===== src/hdl/ctdt_pkg.sv =====
`timescale 1ns / 1ps

package ctdt_pkg;

	localparam int COUNT_W = 13;
	localparam int DEB_W   = 10;
	localparam int TS_W    = 32;
	localparam int MODE_W  = 3;
	localparam int MIN_W   = 7;
	localparam int SEC_W   = 6;
	localparam int FUNC_W  = 2;
	localparam int KIND_W  = 2;
	localparam int CIDX_W  = 2;
	localparam int CDATA_W = 13;

	localparam logic [COUNT_W-1:0] START_RST = 13'd300;
	localparam logic [COUNT_W-1:0] START_MAX = 13'd5999;
	localparam logic [DEB_W-1:0]   DEB_RST   = 10'd50;

	localparam logic [FUNC_W-1:0] FUNC_TICK = 2'd0;
	localparam logic [FUNC_W-1:0] FUNC_POLL = 2'd1;
	localparam logic [FUNC_W-1:0] FUNC_SET  = 2'd2;

	localparam logic [MODE_W-1:0] MODE_IDLE     = 3'd0;
	localparam logic [MODE_W-1:0] MODE_ARMED    = 3'd1;
	localparam logic [MODE_W-1:0] MODE_ACTIVE   = 3'd2;
	localparam logic [MODE_W-1:0] MODE_DEFUSED  = 3'd3;
	localparam logic [MODE_W-1:0] MODE_EXPLODED = 3'd4;

	localparam logic [KIND_W-1:0] KIND_DASHES = 2'd0;
	localparam logic [KIND_W-1:0] KIND_MMSS   = 2'd1;
	localparam logic [KIND_W-1:0] KIND_ZEROS  = 2'd2;

	localparam logic [CIDX_W-1:0] REG_START_SECONDS = 2'd0;
	localparam logic [CIDX_W-1:0] REG_DEBOUNCE_MS   = 2'd1;

	// 2^20 / 60 rounded up; exact for counts below 6000
	localparam logic [14:0] RECIP60 = 15'd17477;
	localparam int          RECIP_SH = 20;

	typedef struct packed {
		logic [FUNC_W-1:0]  func;
		logic [TS_W-1:0]    now_ms;
		logic               start_level;
		logic               reset_level;
		logic [MODE_W-1:0]  new_mode;
	} item_t;

	typedef struct packed {
		logic [COUNT_W-1:0] remaining;
		logic [MIN_W-1:0]   minutes;
		logic [SEC_W-1:0]   seconds;
		logic               running;
		logic               expired;
		logic [MODE_W-1:0]  mode;
		logic [KIND_W-1:0]  display_kind;
		logic               colon_on;
		logic               flash;
	} result_t;

	typedef struct packed {
		logic [COUNT_W-1:0] start_seconds;
		logic [DEB_W-1:0]   debounce_ms;
	} cfg_t;

	function automatic logic [MIN_W-1:0] div60(input logic [COUNT_W-1:0] v);
		logic [COUNT_W+14:0] p;
		p = v * RECIP60;
		return p[RECIP_SH +: MIN_W];
	endfunction

endpackage


===== src/hdl/ctdt_if.sv =====
`timescale 1ns / 1ps

interface ctdt_item_if;
	import ctdt_pkg::*;
	logic              valid;
	logic              ready;
	logic [FUNC_W-1:0] func;
	logic [TS_W-1:0]   now_ms;
	logic              start_level;
	logic              reset_level;
	logic [MODE_W-1:0] new_mode;

	modport source (output valid, func, now_ms, start_level, reset_level, new_mode,
		input ready);
	modport sink (input valid, func, now_ms, start_level, reset_level, new_mode,
		output ready);
endinterface

interface ctdt_result_if;
	import ctdt_pkg::*;
	logic               valid;
	logic               ready;
	logic [COUNT_W-1:0] remaining;
	logic [MIN_W-1:0]   minutes;
	logic [SEC_W-1:0]   seconds;
	logic               running;
	logic               expired;
	logic [MODE_W-1:0]  mode;
	logic [KIND_W-1:0]  display_kind;
	logic               colon_on;
	logic               flash;

	modport source (output valid, remaining, minutes, seconds, running, expired, mode,
		display_kind, colon_on, flash, input ready);
	modport sink (input valid, remaining, minutes, seconds, running, expired, mode,
		display_kind, colon_on, flash, output ready);
endinterface

interface ctdt_cfg_if;
	import ctdt_pkg::*;
	logic               valid;
	logic               ready;
	logic [CIDX_W-1:0]  index;
	logic [CDATA_W-1:0] data;

	modport source (output valid, index, data, input ready);
	modport sink (input valid, index, data, output ready);
endinterface


===== src/hdl/countdown_timer_with_buttons_core.sv =====
`timescale 1ns / 1ps
// Each accepted item passes the input register, then the result register, to the output.
// One item per cycle unless result.ready stalls; the timer state updates in one pass per item.
// A waiting result does not block the next item while the result register can drain.
// Reset (arst_n low, asynchronous): idle mode, count 300, debounce 50 ms, flags and
// press timestamps cleared, both pipeline stages empty.

module countdown_timer_with_buttons_core (
	input  logic              clk,
	input  logic              arst_n,
	ctdt_item_if.sink         item,
	ctdt_result_if.source     result,
	ctdt_cfg_if.sink          cfg
);
	import ctdt_pkg::*;

	item_t   item_s1;
	logic    valid_s1;
	result_t res_comb;
	result_t res_s2;
	logic    valid_s2;
	logic    advance;
	logic    fire;
	cfg_t    cfg_regs;

	assign advance    = !valid_s2 || result.ready;
	assign fire       = valid_s1 && advance;
	assign item.ready = !valid_s1 || advance;
	assign cfg.ready  = 1'b1;

	always_ff @(posedge clk or negedge arst_n) begin
		if (!arst_n) begin
			valid_s1 <= 1'b0;
			valid_s2 <= 1'b0;
		end else begin
			if (item.valid && item.ready) begin
				valid_s1 <= 1'b1;
			end else if (advance) begin
				valid_s1 <= 1'b0;
			end
			if (fire) begin
				valid_s2 <= 1'b1;
			end else if (result.ready) begin
				valid_s2 <= 1'b0;
			end
		end
	end

	always_ff @(posedge clk) begin
		if (item.valid && item.ready) begin
			item_s1.func        <= item.func;
			item_s1.now_ms      <= item.now_ms;
			item_s1.start_level <= item.start_level;
			item_s1.reset_level <= item.reset_level;
			item_s1.new_mode    <= item.new_mode;
		end
		if (fire) begin
			res_s2 <= res_comb;
		end
	end

	ctdt_cfg u_cfg (
		.clk      (clk),
		.arst_n   (arst_n),
		.wr_en    (cfg.valid && cfg.ready),
		.wr_index (cfg.index),
		.wr_data  (cfg.data),
		.cfg      (cfg_regs)
	);

	ctdt_step u_step (
		.clk    (clk),
		.arst_n (arst_n),
		.fire   (fire),
		.item   (item_s1),
		.cfg    (cfg_regs),
		.res    (res_comb)
	);

	assign result.valid        = valid_s2;
	assign result.remaining    = res_s2.remaining;
	assign result.minutes      = res_s2.minutes;
	assign result.seconds      = res_s2.seconds;
	assign result.running      = res_s2.running;
	assign result.expired      = res_s2.expired;
	assign result.mode         = res_s2.mode;
	assign result.display_kind = res_s2.display_kind;
	assign result.colon_on     = res_s2.colon_on;
	assign result.flash        = res_s2.flash;

endmodule


===== src/hdl/ctdt_cfg.sv =====
`timescale 1ns / 1ps

module ctdt_cfg (
	input  logic                          clk,
	input  logic                          arst_n,
	input  logic                          wr_en,
	input  logic [ctdt_pkg::CIDX_W-1:0]   wr_index,
	input  logic [ctdt_pkg::CDATA_W-1:0]  wr_data,
	output ctdt_pkg::cfg_t                cfg
);
	import ctdt_pkg::*;

	cfg_t cfg_q;

	always_ff @(posedge clk or negedge arst_n) begin
		if (!arst_n) begin
			cfg_q.start_seconds <= START_RST;
			cfg_q.debounce_ms   <= DEB_RST;
		end else if (wr_en) begin
			case (wr_index)
				REG_START_SECONDS: begin
					cfg_q.start_seconds <= (wr_data[COUNT_W-1:0] > START_MAX) ?
						START_MAX : wr_data[COUNT_W-1:0];
				end
				REG_DEBOUNCE_MS: begin
					cfg_q.debounce_ms <= wr_data[DEB_W-1:0];
				end
				default: begin
				end
			endcase
		end
	end

	assign cfg = cfg_q;

endmodule


===== src/hdl/ctdt_step.sv =====
`timescale 1ns / 1ps

module ctdt_step (
	input  logic             clk,
	input  logic             arst_n,
	input  logic             fire,
	input  ctdt_pkg::item_t  item,
	input  ctdt_pkg::cfg_t   cfg,
	output ctdt_pkg::result_t res
);
	import ctdt_pkg::*;

	typedef struct packed {
		logic [COUNT_W-1:0] cnt;
		logic               run;
		logic               done;
		logic [MODE_W-1:0]  mode;
		logic               blink;
		logic [TS_W-1:0]    start_last;
		logic [TS_W-1:0]    reset_last;
	} tstate_t;

	tstate_t st_q;
	tstate_t nx;
	logic [TS_W-1:0]  start_dt;
	logic [TS_W-1:0]  reset_dt;
	logic             start_hit;
	logic             reset_hit;
	logic [MIN_W-1:0] mins;
	logic [COUNT_W-1:0] mins_x60;

	assign start_dt  = item.now_ms - st_q.start_last;
	assign reset_dt  = item.now_ms - st_q.reset_last;
	assign start_hit = !item.start_level && (start_dt > {{(TS_W-DEB_W){1'b0}}, cfg.debounce_ms});
	assign reset_hit = !item.reset_level && (reset_dt > {{(TS_W-DEB_W){1'b0}}, cfg.debounce_ms});

	always_comb begin
		nx = st_q;
		case (item.func)
			FUNC_TICK: begin
				if (st_q.run && !st_q.done) begin
					if (st_q.cnt > COUNT_W'(1)) begin
						nx.cnt = st_q.cnt - 1'b1;
					end else begin
						nx.cnt  = '0;
						nx.run  = 1'b0;
						nx.done = 1'b1;
					end
					nx.blink = !st_q.blink;
				end
			end
			FUNC_POLL: begin
				if (start_hit) begin
					nx.start_last = item.now_ms;
					if (st_q.mode == MODE_IDLE || st_q.mode == MODE_ARMED) begin
						nx.mode = MODE_ACTIVE;
						nx.done = 1'b0;
						nx.run  = 1'b1;
					end
				end
				if (reset_hit) begin
					nx.reset_last = item.now_ms;
					nx.run   = 1'b0;
					nx.done  = 1'b0;
					nx.cnt   = cfg.start_seconds;
					nx.mode  = MODE_ARMED;
					nx.blink = 1'b0;
				end
			end
			FUNC_SET: begin
				if (item.new_mode <= MODE_EXPLODED) begin
					nx.mode = item.new_mode;
					if (item.new_mode == MODE_ACTIVE) begin
						nx.done = 1'b0;
						nx.run  = 1'b1;
					end else if (item.new_mode == MODE_DEFUSED ||
						item.new_mode == MODE_EXPLODED) begin
						nx.run = 1'b0;
					end
				end
			end
			default: begin
			end
		endcase
	end

	always_ff @(posedge clk or negedge arst_n) begin
		if (!arst_n) begin
			st_q.cnt        <= START_RST;
			st_q.run        <= 1'b0;
			st_q.done       <= 1'b0;
			st_q.mode       <= MODE_IDLE;
			st_q.blink      <= 1'b0;
			st_q.start_last <= '0;
			st_q.reset_last <= '0;
		end else if (fire) begin
			st_q <= nx;
		end
	end

	assign mins     = div60(nx.cnt);
	assign mins_x60 = ({{(COUNT_W-MIN_W){1'b0}}, mins} << 6)
		- ({{(COUNT_W-MIN_W){1'b0}}, mins} << 2);

	always_comb begin
		res.remaining = nx.cnt;
		res.minutes   = mins;
		res.seconds   = SEC_W'(nx.cnt - mins_x60);
		res.running   = nx.run;
		res.expired   = nx.done;
		res.mode      = nx.mode;
		if (nx.mode == MODE_IDLE) begin
			res.display_kind = KIND_DASHES;
		end else if (nx.mode == MODE_EXPLODED) begin
			res.display_kind = KIND_ZEROS;
		end else begin
			res.display_kind = KIND_MMSS;
		end
		res.colon_on = (nx.mode == MODE_ACTIVE) ? nx.blink : 1'b1;
		res.flash    = (nx.mode == MODE_ACTIVE) && nx.done;
	end

endmodule


===== src/flat_wrapper.sv =====
// flat-port wrapper written by rule: the top's interface ports become plain ports
module countdown_timer_with_buttons_core_flat import ctdt_pkg::*;
  (clk, arst_n, item_valid, item_func, item_now_ms, item_start_level, item_reset_level, item_new_mode, item_ready, result_valid, result_remaining, result_minutes, result_seconds, result_running, result_expired, result_mode, result_display_kind, result_colon_on, result_flash, result_ready, cfg_valid, cfg_index, cfg_data, cfg_ready);
  ctdt_item_if item_i ();
  ctdt_result_if result_i ();
  ctdt_cfg_if cfg_i ();
  input  logic clk;
  input  logic arst_n;
  input wire logic [$bits(item_i.valid)-1:0] item_valid;
  input wire logic [$bits(item_i.func)-1:0] item_func;
  input wire logic [$bits(item_i.now_ms)-1:0] item_now_ms;
  input wire logic [$bits(item_i.start_level)-1:0] item_start_level;
  input wire logic [$bits(item_i.reset_level)-1:0] item_reset_level;
  input wire logic [$bits(item_i.new_mode)-1:0] item_new_mode;
  output wire logic [$bits(item_i.ready)-1:0] item_ready;
  output wire logic [$bits(result_i.valid)-1:0] result_valid;
  output wire logic [$bits(result_i.remaining)-1:0] result_remaining;
  output wire logic [$bits(result_i.minutes)-1:0] result_minutes;
  output wire logic [$bits(result_i.seconds)-1:0] result_seconds;
  output wire logic [$bits(result_i.running)-1:0] result_running;
  output wire logic [$bits(result_i.expired)-1:0] result_expired;
  output wire logic [$bits(result_i.mode)-1:0] result_mode;
  output wire logic [$bits(result_i.display_kind)-1:0] result_display_kind;
  output wire logic [$bits(result_i.colon_on)-1:0] result_colon_on;
  output wire logic [$bits(result_i.flash)-1:0] result_flash;
  input wire logic [$bits(result_i.ready)-1:0] result_ready;
  input wire logic [$bits(cfg_i.valid)-1:0] cfg_valid;
  input wire logic [$bits(cfg_i.index)-1:0] cfg_index;
  input wire logic [$bits(cfg_i.data)-1:0] cfg_data;
  output wire logic [$bits(cfg_i.ready)-1:0] cfg_ready;
  assign item_i.valid = item_valid;
  assign item_i.func = item_func;
  assign item_i.now_ms = item_now_ms;
  assign item_i.start_level = item_start_level;
  assign item_i.reset_level = item_reset_level;
  assign item_i.new_mode = item_new_mode;
  assign item_ready = item_i.ready;
  assign result_valid = result_i.valid;
  assign result_remaining = result_i.remaining;
  assign result_minutes = result_i.minutes;
  assign result_seconds = result_i.seconds;
  assign result_running = result_i.running;
  assign result_expired = result_i.expired;
  assign result_mode = result_i.mode;
  assign result_display_kind = result_i.display_kind;
  assign result_colon_on = result_i.colon_on;
  assign result_flash = result_i.flash;
  assign result_i.ready = result_ready;
  assign cfg_i.valid = cfg_valid;
  assign cfg_i.index = cfg_index;
  assign cfg_i.data = cfg_data;
  assign cfg_ready = cfg_i.ready;
  countdown_timer_with_buttons_core u_core (.clk(clk), .arst_n(arst_n), .item(item_i), .result(result_i), .cfg(cfg_i));
endmodule

===== config.mk =====
export PLATFORM = sky130hd
export DESIGN_NAME = countdown_timer_with_buttons_core_flat
export DESIGN_NICKNAME = d
export VERILOG_FILES = /design/src/hdl/ctdt_pkg.sv /design/src/hdl/ctdt_if.sv /design/src/hdl/countdown_timer_with_buttons_core.sv /design/src/hdl/ctdt_cfg.sv /design/src/hdl/ctdt_step.sv /design/src/flat_wrapper.sv
export SDC_FILE = /design/constraint.sdc
export NUM_CORES = 1
export LEC_CHECK = 0
export ABC_AREA = 1
export BUFFER_PORTS_ARGS = -buffer_cell sky130_fd_sc_hd__buf_2
export CAP_MARGIN = 20
export CORE_MARGIN = 5
export CORE_UTILIZATION = 61
export CTS_CLUSTER_SIZE = 16
export DETAILED_ROUTE_END_ITERATION = 8
export PLACE_DENSITY = 0.77
export RECOVER_POWER = 25
export SLEW_MARGIN = 20
export SYNTH_ARGS = -nofsm -noshare
export SYNTH_HDL_FRONTEND = slang
export SYNTH_SLANG_ARGS = --single-unit

===== constraint.sdc =====
create_clock -name clk -period 12.5 [get_ports clk]
set_input_delay 3.125 -clock clk [delete_from_list [all_inputs] [get_ports clk]]
set_output_delay 3.125 -clock clk [all_outputs]
set_load 0.01 [all_outputs]

==> impl_metrics.env, run 1 <==
export IMPL_end_kind="flip-flop"
export IMPL_ys_warn_count=0
export IMPL_rsz0062_at_grt="no"
export IMPL_wl_um=35950
export IMPL_max_freq_mhz=118.9
export IMPL_drt_iter0_markers=935
export IMPL_first_pass_iters=5
export IMPL_yosysTopAreaCellShare_pct=17.08
export IMPL_worstHoldPathCells=2
export IMPL_finalClockSkew_ns=0.01417
export IMPL_clk_pin_slew_ns=0.08
export IMPL_synthTopCellsByArea="dfrtp_1, edfxtp_1, ha_1"
export IMPL_syn_instance_count=1875
export IMPL_ir_drop_mv=0.1521
export IMPL_nets=2204
export IMPL_holdCritPathClass="reg2reg"
export IMPL_syn_area_per_cell_um2=7.579
export IMPL_r2r_setup_slack_ns=4.09
export IMPL_hold_viol=0
export IMPL_syn_num_nets=2110
export IMPL_nFillCells=1935
export IMPL_cts_tree="built"
export IMPL_design_core_area_um2=22780
export IMPL_die_area_um2=26450
export IMPL_first_global_vias=12160
export IMPL_cpPeakStageDelay_ns=0.55
export IMPL_io_buffers=95
export IMPL_h_tree_depth=4
export IMPL_start_kind="flip-flop"
export IMPL_antenna_left=0
export IMPL_crit_required_ns=12.68
export IMPL_ys_top_cells_by_count="nand2_1, inv_1, ha_1"
export IMPL_drv_slew=62
export IMPL_status="finished with violations"
export IMPL_grtUsageTotal_pct=27.99
export IMPL_cellPowerDensity_nw_per_um2=251.6
export IMPL_p_sw_mw=1.911
export IMPL_vias_per_cell=5.417
export IMPL_slew_limit_headroom_pct=-122.7
export IMPL_r2r_end="u_core.result.seconds[5]"
export IMPL_n_antenna_cell=0
export IMPL_grt_max_degree=65
export IMPL_antenna_found_initial=0
export IMPL_synth_edff_count=72
export IMPL_worstPathMaxFanout=24
export IMPL_clockPowerShare_pct=14.0
export IMPL_gp_congestion=0.9710
export IMPL_crit_top_cell="nand2_1"
export IMPL_failed_checks="capacitance limit, slew limit"
export IMPL_post_route_period_util_pct=67.28
export IMPL_synth_seq_area_share_pct=34.33
export IMPL_p_seq_share_pct=23.2
export IMPL_worst_path_max_delay_cell="a21oi_1"
export IMPL_combPwrFrac_pct=62.8
export IMPL_drc=0
export IMPL_path_buf_inv=4
export IMPL_fin_tns_setup_ns=0
export IMPL_area_growth_pct=9.606
export IMPL_drt_wirelength_per_cell_um=15.66
export IMPL_clkSinkCount=180
export IMPL_worstSkewPairLatency_ns=0.44
export IMPL_min_delay_start="u_core.u_step.st_q[5]"
export IMPL_timing_hold_ws_ns=0.4920
export IMPL_synth_area_um2=14210
export IMPL_synth_seq_cells=180
export IMPL_setup_violations_final=0
export IMPL_post_cts_buffers=0
export IMPL_synth_ff_type="dfrtp_1"
export IMPL_synth_top_cell_by_area="dfrtp_1"
export IMPL_via_count=12430
export IMPL_cts_buffers=17
export IMPL_clk_path_buf_depth=2
export IMPL_die_h_um=162.6
export IMPL_clock_root_buffer="clkbuf_16"
export IMPL_maxCapViolations=1
export IMPL_async_flop_share_pct=60.00
export IMPL_fin_area_um2=15570
export IMPL_whs_endpoint="u_core.u_step.st_q[5]"
export IMPL_ys_types=55
export IMPL_cts_hold_buf=0
export IMPL_worst_ep_arrival_time_ns=8.60
export IMPL_hpwlAfterDp_um=28390
export IMPL_grt_ovfl_total=0
export IMPL_ioPinCount=97
export IMPL_die_w_um=162.6
export IMPL_start_util_pct=62.38
export IMPL_power_internal_mw=2.008
export IMPL_cp_top_family="adder cells"
export IMPL_drive_gt1_share_pct=10.09
export IMPL_reg2regPathDepth=42
export IMPL_r2r_start="u_core.item_s1[13]"
export IMPL_worst_pin_slew_ns=3.340
export IMPL_ctsResizeCount=0
export IMPL_num_rows=55
export IMPL_p_sw_share_pct=48.76
export IMPL_dpl_cell_area_um2=14990
export IMPL_synth_most_common_cell="nand2_1"
export IMPL_grt_pass1_wl_um=59950
export IMPL_p_leak_nw=8.141
export IMPL_crit_type="reg2reg"
export IMPL_finalCriticalPeriod_ns=8.410
power by group through the flow:
stage / clock network (mW) / registers (mW) / logic [mW]
after floorplan: 0 / 0.912 / 1.83
after global placement: 0 / 0.916 / 2.36
after detailed placement: 0 / 0.919 / 2.42
after CTS: 0.557 / 0.910 / 2.44
after global routing: 0.584 / 0.929 / 2.81
final: 0.548 / 0.911 / 2.46
flip-flops by register name (all words and copies together), names as in the netlist:
register and cells:
u_core.result.expired 1, u_core.result.flash 1, u_core.result.minutes 7, u_core.result.valid 1
u_core.u_cfg.cfg 23, u_core.result.remaining 11, u_core.u_step.st_q 83, u_core.result.colon_on 1
u_core.result.seconds 6, u_core.valid_s1 1, u_core.result.running 1, u_core.result.mode 3
u_core.result.display_kind 2, u_core.item_s1 39
final cells by class:
class	count	area (µm²)	area share [%]
clock buffers	20	478.0	3.069
clock inverters	12	108.9	0.6989
inverters	353	1325	8.507
multi-input cells	1316	7879	50.59
flip-flops and latches	180	4878	31.32
well taps	313	391.6	2.514
repair buffers	101	514.2	3.302
cells by family (layout without fill, tap and decap cells):
logic type	Yosys count	count (layout)	synth area share, %
other cells	1	1	0.02639
simple gates	777	777	22.88
fa+ha+maj	176	176	16.55
xor+xnor	54	54	3.434
compound gates	308	308	12.49
flops	180	180	34.33
buf+inv	379	486	10.28
how the worst max path moves through the flow:
| stage | from | to | slack [ns] | cells after the start |
|---|---|---|---|---|
| final | u_core.item_s1[13] | u_core.result.seconds[5] | 4.09 | 42 |
| after floorplan | u_core.u_step.st_q[0] | u_core.result.seconds[5] | 5.15 | 44 |
| after detailed placement | u_core.item_s1[13] | u_core.result.seconds[5] | 4.30 | 41 |
| after global routing | u_core.item_s1[7] | u_core.result.seconds[5] | 3.44 | 42 |
| after global placement | u_core.item_s1[12] | u_core.result.seconds[5] | 4.59 | 42 |
| after CTS | u_core.item_s1[13] | u_core.result.seconds[5] | 4.11 | 41 |
metal layers:
metal | vias up | wire (µm) | global-route usage [%]
li1 | 6230 | - | -
met1 | 5806 | 15940 | 37.29
met2 | 336 | 17270 | 48.01
met3 | 60 | 1826 | 3.569
met4 | 0 | 903 | 8.502
met5 | - | 0 | 0
layout by cell type (no fill, tap or decap), types with 34 or more instances in the layout:
cell / Yosys / layout
inv_1: 347 / 346
nand2_1: 487 / 486
dfrtp_1: 97 / 97
nand3_1: 64 / 64
edfxtp_1: 72 / 72
buf_2: 9 / 90
nor2_1: 140 / 140
ha_1: 156 / 156
xor2_1: 34 / 34
o21ai_0: 132 / 132
a21oi_1: 93 / 93
metrics by stage:
step,worst slack [ns],instances,util [%],total power [mW]
2_1_floorplan,5.146,1875,-,2.740
3_3_place_gp,4.595,2263,65.82,3.278
3_5_place_dp,4.297,2263,65.82,3.336
4_1_cts,4.115,2295,68.39,3.912
5_1_grt,3.444,2295,68.38,4.327
6_report,4.090,2295,68.38,3.919
worst register-to-register path: cells and delay by family (launching register included):
kind                       cells  cell delay (ns)
DFF                            1             0.43
xor gates and xnor gates       3             0.76
and+or+nand+nor               21             2.17
adders and majority gates      8             3.04
AOI/OAI and AO/OA              6             1.52
buffers and inverters          4             0.21
(Power assumes the default switching activity.)
==> run 2: changes to the inputs <==
CORE_UTILIZATION = 56   (was 61)
PLACE_DENSITY = 0.75   (was 0.77)
clock period = 7.5 ns   (was 12.5 ns; I/O delays follow)
==> run 2 against run 1 <==
Non-clock buffer count up 69. Flip-flop and latch count unchanged. The flow still finishes with violations (capacitance limit, slew limit). Register-to-register slack worse by 3.9 ns. Utilization down 2.6 points. Cell count up 3.8%. Via count up 3.5%. Critical endpoint unchanged. Total power up 88%. First-iteration DRC count down 3.6%. Worst setup slack worse by 3.9 ns. Wire length up 6.2%. Highest routed layer unchanged.
==> impl_metrics.env, run 2 (synthesized netlist as in run 1, its figures left out) <==
export IMPL_area_growth_pct=16.32
export IMPL_cellPowerDensity_nw_per_um2=446.5
export IMPL_antenna_found_initial=0
export IMPL_n_antenna_cell=0
export IMPL_post_route_period_util_pct=97.00
export IMPL_cts_buffers=17
export IMPL_clkSinkCount=180
export IMPL_worst_pin_slew_ns=2.984
export IMPL_cts_tree="built"
export IMPL_grt_max_degree=57
export IMPL_slew_limit_headroom_pct=-98.92
export IMPL_num_rows=58
export IMPL_die_area_um2=28660
export IMPL_failed_checks="capacitance limit, slew limit"
export IMPL_clock_root_buffer="clkbuf_16"
export IMPL_grt_pass1_wl_um=61850
export IMPL_first_global_vias=12690
export IMPL_grtUsageTotal_pct=26.58
export IMPL_power_internal_mw=3.863
export IMPL_finalClockSkew_ns=0.01601
export IMPL_multi_input_area_um2=8294
export IMPL_first_pass_iters=5
export IMPL_nFillCells=2170
export IMPL_hpwlAfterDp_um=29940
export IMPL_holdCritPathClass="reg2reg"
export IMPL_die_w_um=169.3
export IMPL_die_h_um=169.3
export IMPL_h_tree_depth=4
export IMPL_final_common_cell="nand2_1"
export IMPL_p_sw_share_pct=47.66
export IMPL_dp_cells=2334
export IMPL_ir_drop_mv=0.3470
export IMPL_ioPinCount=97
export IMPL_start_kind="flip-flop"
export IMPL_status="finished with violations"
export IMPL_max_freq_mhz=137.5
export IMPL_via_count=12870
export IMPL_top_register="u_core.u_step.st_q"
export IMPL_antenna_left=0
export IMPL_clockPowerShare_pct=12.1
export IMPL_design_core_area_um2=25110
export IMPL_maxCapViolations=1
export IMPL_drc=0
export IMPL_vias_per_cell=5.404
export IMPL_p_sw_mw=3.517
export IMPL_clk_path_buf_depth=2
export IMPL_grt_ovfl_total=0
export IMPL_stdcell_count=2382
export IMPL_drt_iter0_markers=901
export IMPL_cpPeakStageDelay_ns=0.56
export IMPL_nets=2274
export IMPL_worst_ep_arrival_time_ns=7.46
export IMPL_fin_util_pct=65.83
export IMPL_crit_type="reg2reg"
export IMPL_finalCriticalPeriod_ns=7.275
export IMPL_hold_viol=0
export IMPL_crit_required_ns=7.68
export IMPL_crit_top_cell="nand2_1"
export IMPL_clk_pin_slew_ns=0.08
export IMPL_dpl_cell_area_um2=15430
export IMPL_combPwrFrac_pct=67.3
export IMPL_fin_area_um2=16530
export IMPL_drt_wirelength_per_cell_um=16.02
export IMPL_p_leak_nw=8.460
export IMPL_setup_violations_final=0
export IMPL_end_kind="flip-flop"
export IMPL_rsz0062_at_grt="yes"
export IMPL_wl_um=38160
export IMPL_io_buffers=95
export IMPL_worstSkewPairLatency_ns=0.44
export IMPL_drive_gt1_share_pct=17.01
export IMPL_worstPathMaxFanout=5
export IMPL_gp_congestion=0.9055
export IMPL_largest_reg_flops=83
export IMPL_worst_path_max_delay_cell="fa_2"
export IMPL_final_cell_mix="nand2_1, inv_1, ha_1, nor2_1, o21ai_0"
export IMPL_start_util_pct=56.59
export IMPL_regArea_um2=4878
export IMPL_drv_slew=54
export IMPL_p_seq_share_pct=20.6
==> run 2: cell types whose count changed in the layout (fill, tap and decap cells not counted), moves of 9 or more <==
cell,previous run,this run
a21oi_1,93,84
a21oi_2,8,17
buf_4,6,72
ha_1,156,136
ha_4,0,17
inv_1,346,335
inv_2,4,15
nand2_1,486,474
nand2_2,16,28
==> run 2: final timing paths <==
path	startpoint	end	slack, ns	cells after the start
setup / recovery	u_core.u_step.st_q[0]	u_core.result.seconds[5]	0.23	47
hold / removal	u_core.u_cfg.cfg[21]	u_core.u_cfg.cfg[21]	0.49	2
setup reg to reg	u_core.u_step.st_q[0]	u_core.result.seconds[5]	0.23	47
hold reg to reg	u_core.u_cfg.cfg[21]	u_core.u_cfg.cfg[21]	0.49	2
max in group asynchronous	arst_n	u_core.u_step.st_q[60]	3.07	2
min in group asynchronous	arst_n	u_core.u_step.st_q[32]	2.40	1
==> run 2: power by group through the flow <==
stage / registers (mW) / clock network, mW / logic, mW
global route: 1.55 / 0.949 / 5.63
floorplan: 1.52 / 0 / 3.05
finish: 1.52 / 0.889 / 4.97
CTS: 1.52 / 0.903 / 4.47
global placement: 1.53 / 0 / 4.25
detailed placement: 1.53 / 0 / 4.33
==> run 2: repair_timing <==
item | in CTS | in global routing
gates resized for setup | 11 | 83
setup endpoints to repair | 1 | 3
pin swaps | 10 | 50
gates cloned | 1 | 0
buffers inserted | 2 | 13
hold buffers | 0 | 0
==> run 2: final cells by class <==
class / instances / share of cell area [%]
Sequential cell: 180 / 29.52
Clock inverter: 15 / 0.8251
Multi-Input combinational cell: 1317 / 50.18
Timing Repair Buffer: 170 / 6.389
Tap cell: 330 / 2.498
Clock buffer: 17 / 2.574
Inverter: 353 / 8.017
==> run 2: worst max-delay path: cells and delay by family, from the launching register on <==
kind | cells | cell delay [ns]
adder cells (fa/ha/maj) | 9 | 3.10
AND/OR/NAND/NOR | 23 | 1.88
AO/OA/AOI/OAI | 5 | 0.63
XOR/XNOR | 3 | 0.60
flip-flops | 1 | 0.42
buffers and inverters | 7 | 0.38
==> run 2: routing by layer <==
layer / up-vias / wire, µm / global-route usage [%]
li1: 6369 / - / -
met1: 6036 / 16540 / 34.93
met2: 397 / 18470 / 46.24
met3: 71 / 2172 / 3.284
met4: 0 / 975 / 7.945
met5: - / 0 / 0
==> run 2: per-stage QoR <==
stage | setup WS [ns] | TNS, ns | hold WS, ns | power [mW]
2_1_floorplan | 0.1458 | 0 | 0.4439 | 4.566
3_5_place_dp | -0.2216 | -0.2216 | 0.4723 | 5.865
3_3_place_gp | 0.02912 | 0 | 0.4671 | 5.778
5_1_grt | -0.2134 | -0.2804 | 0.4997 | 8.129
4_1_cts | 0.003363 | 0 | 0.4887 | 6.891
6_report | 0.2252 | 0 | 0.4874 | 7.380
==> run 3: changes to the inputs <==
CORE_ASPECT_RATIO = 1.75   (was not set)
CTS_CLUSTER_DIAMETER = 80   (was not set)
==> run 3 against run 2 <==
The run still ends with capacitance limit, slew limit left. Maximum frequency fell by 1.3%. Clock skew fell by 0.0011 ns. Cell count fell by 0.13%. Critical path depth fell by 2. Clock power fell by 6.6%. First-iteration DRC count fell by 9.9%. Hold slack barely moved. Total power rose by 2.2%. Flip-flop and latch count did not move. Utilization rose by 0.11 points. Critical path type unchanged. Critical endpoint unchanged. Largest power group unchanged. Highest routed layer is now met5.
==> impl_metrics.env, run 3 (synthesized netlist as in run 1, its figures left out) <==
export IMPL_status="finished with violations"
export IMPL_failed_checks="capacitance limit, slew limit"
export IMPL_worst_ep_arrival_time_ns=7.57
export IMPL_die_h_um=220.7
export IMPL_slew_limit_headroom_pct=-106.5
export IMPL_post_route_period_util_pct=98.24
export IMPL_crit_required_ns=7.71
export IMPL_crit_start="u_core.item_s1[9]"
export IMPL_nets=2282
export IMPL_start_util_pct=56.51
export IMPL_hold_viol=0
export IMPL_fin_tns_setup_ns=0
export IMPL_gp_congestion=1.010
export IMPL_clk_pin_slew_ns=0.07
export IMPL_multi_input_area_um2=8323
export IMPL_io_buffers=95
export IMPL_clkSinkCount=180
export IMPL_fin_util_pct=65.94
export IMPL_largest_reg_flops=83
export IMPL_clk_path_buf_depth=2
export IMPL_nFillCells=2145
export IMPL_p_leak_nw=8.512
export IMPL_hpwlAfterDp_um=32690
export IMPL_timing_hold_ws_ns=0.4872
export IMPL_cellPowerDensity_nw_per_um2=454.7
export IMPL_top_register="u_core.u_step.st_q"
export IMPL_area_growth_pct=16.68
export IMPL_total_power_mw=7.539
export IMPL_first_global_vias=13390
export IMPL_crit_type="reg2reg"
export IMPL_antenna_found_initial=7
export IMPL_grt_max_degree=65
export IMPL_antenna_left=0
export IMPL_start_kind="flip-flop"
export IMPL_cpPeakStageDelay_ns=0.54
export IMPL_design_core_area_um2=25150
export IMPL_worst_slack_ns=0.1320
export IMPL_crit_top_cell="nand2_1"
export IMPL_drv_slew=55
export IMPL_drt_wirelength_per_cell_um=17.54
export IMPL_via_count=13120
export IMPL_cts_hold_buf=0
export IMPL_ir_drop_mv=0.2718
export IMPL_worstPathMaxFanout=4
export IMPL_finalCriticalPeriod_ns=7.368
export IMPL_worst_pin_slew_ns=3.098
export IMPL_final_cell_mix="nand2_1, inv_1, ha_1, nor2_1, o21ai_0"
export IMPL_grtUsageTotal_pct=29.68
export IMPL_min_delay_start="u_core.u_step.st_q[10]"
export IMPL_post_place_ws_ns=-0.3291
export IMPL_drc=0
export IMPL_setup_violations_final=0
export IMPL_ioPinCount=97
export IMPL_die_area_um2=28790
export IMPL_worstSkewPairLatency_ns=0.46
export IMPL_holdCritPathClass="reg2reg"
export IMPL_drive_gt1_share_pct=17.52
export IMPL_max_freq_mhz=135.7
export IMPL_final_common_cell="nand2_1"
export IMPL_vias_per_cell=5.513
export IMPL_clock_root_buffer="clkbuf_16"
export IMPL_cts_buffers=17
export IMPL_h_tree_depth=4
export IMPL_grt_pass1_wl_um=65580
export IMPL_regArea_um2=4880
export IMPL_die_w_um=130.4
export IMPL_maxCapViolations=1
export IMPL_end_kind="flip-flop"
export IMPL_rsz0062_at_grt="yes"
export IMPL_worst_path_max_delay_cell="fa_1"
export IMPL_first_pass_iters=7
export IMPL_num_rows=77
export IMPL_r2r_start="u_core.item_s1[9]"
export IMPL_finalClockSkew_ns=0.01492
export IMPL_cts_tree="built"
export IMPL_grt_ovfl_total=0
export IMPL_wl_um=41720
export IMPL_drt_iter0_markers=812
[run 3: layout make-up]
class / count / share of cell area, %
antenna: 3 / 0.04528
clock buffer: 20 / 2.694
clock inverter: 12 / 0.4905
inverter: 353 / 7.992
multi-input combinational: 1317 / 50.20
sequential: 180 / 29.43
tap: 316 / 2.385
timing repair buffer: 178 / 6.762
[run 3: repair_timing]
| action | 4_1_cts | 5_1_grt |
|---|---|---|
| buffers inserted | 0 | 18 |
| gates cloned | 1 | 0 |
| hold endpoints to repair | 0 | 0 |
| endpoints found under the setup margin | 3 | 3 |
| resized for setup | 20 | 82 |
| pin swaps | 1 | 38 |
[run 3: path summary, 6_finish.rpt]
check / to / slack (ns) / cells past startpoint
max: u_core.result.seconds[5] / 0.13 / 45
min: u_core.u_step.st_q[10] / 0.49 / 2
max reg2reg: u_core.result.seconds[5] / 0.13 / 45
min reg2reg: u_core.u_step.st_q[10] / 0.49 / 2
max in group asynchronous: u_core.u_step.st_q[1] / 3.06 / 1
min in group asynchronous: u_core.u_step.st_q[67] / 2.42 / 1
[run 3: routing by layer]
| layer | up-vias | track usage (%) | share of wire [%] |
|---|---|---|---|
| met5 | - | 0 | 0.11 |
| met4 | 8 | 20.35 | 7.1 |
| met3 | 171 | 6.401 | 4.6 |
| met2 | 389 | 54.56 | 54 |
| met1 | 6159 | 28.90 | 35 |
| li1 | 6389 | - | - |
[run 3: report_power, final]
part           switching (mW)  total [mW]  internal, mW
Clock                   0.399       0.830         0.432
Combinational            3.06        5.17          2.11
Sequential              0.180        1.54          1.36
Total                    3.64        7.54          3.90
[run 3: critical path, delay by kind of cell (launching register included)]
kind	cells	cell delay [ns]
xor gates and xnor gates	3	0.57
adders and majority gates	8	2.75
DFF	1	0.46
AOI/OAI and AO/OA	5	0.87
and+or+nand+nor	22	1.93
buffers and inverters	7	0.53
[run 3: stage by stage]
step                cell area (µm²)  instances
floorplan                     14210       1875
global placement              15430       2324
detailed placement            15450       2325
CTS                           16100       2358
global route                  16580       2379
finish                        16580       2379
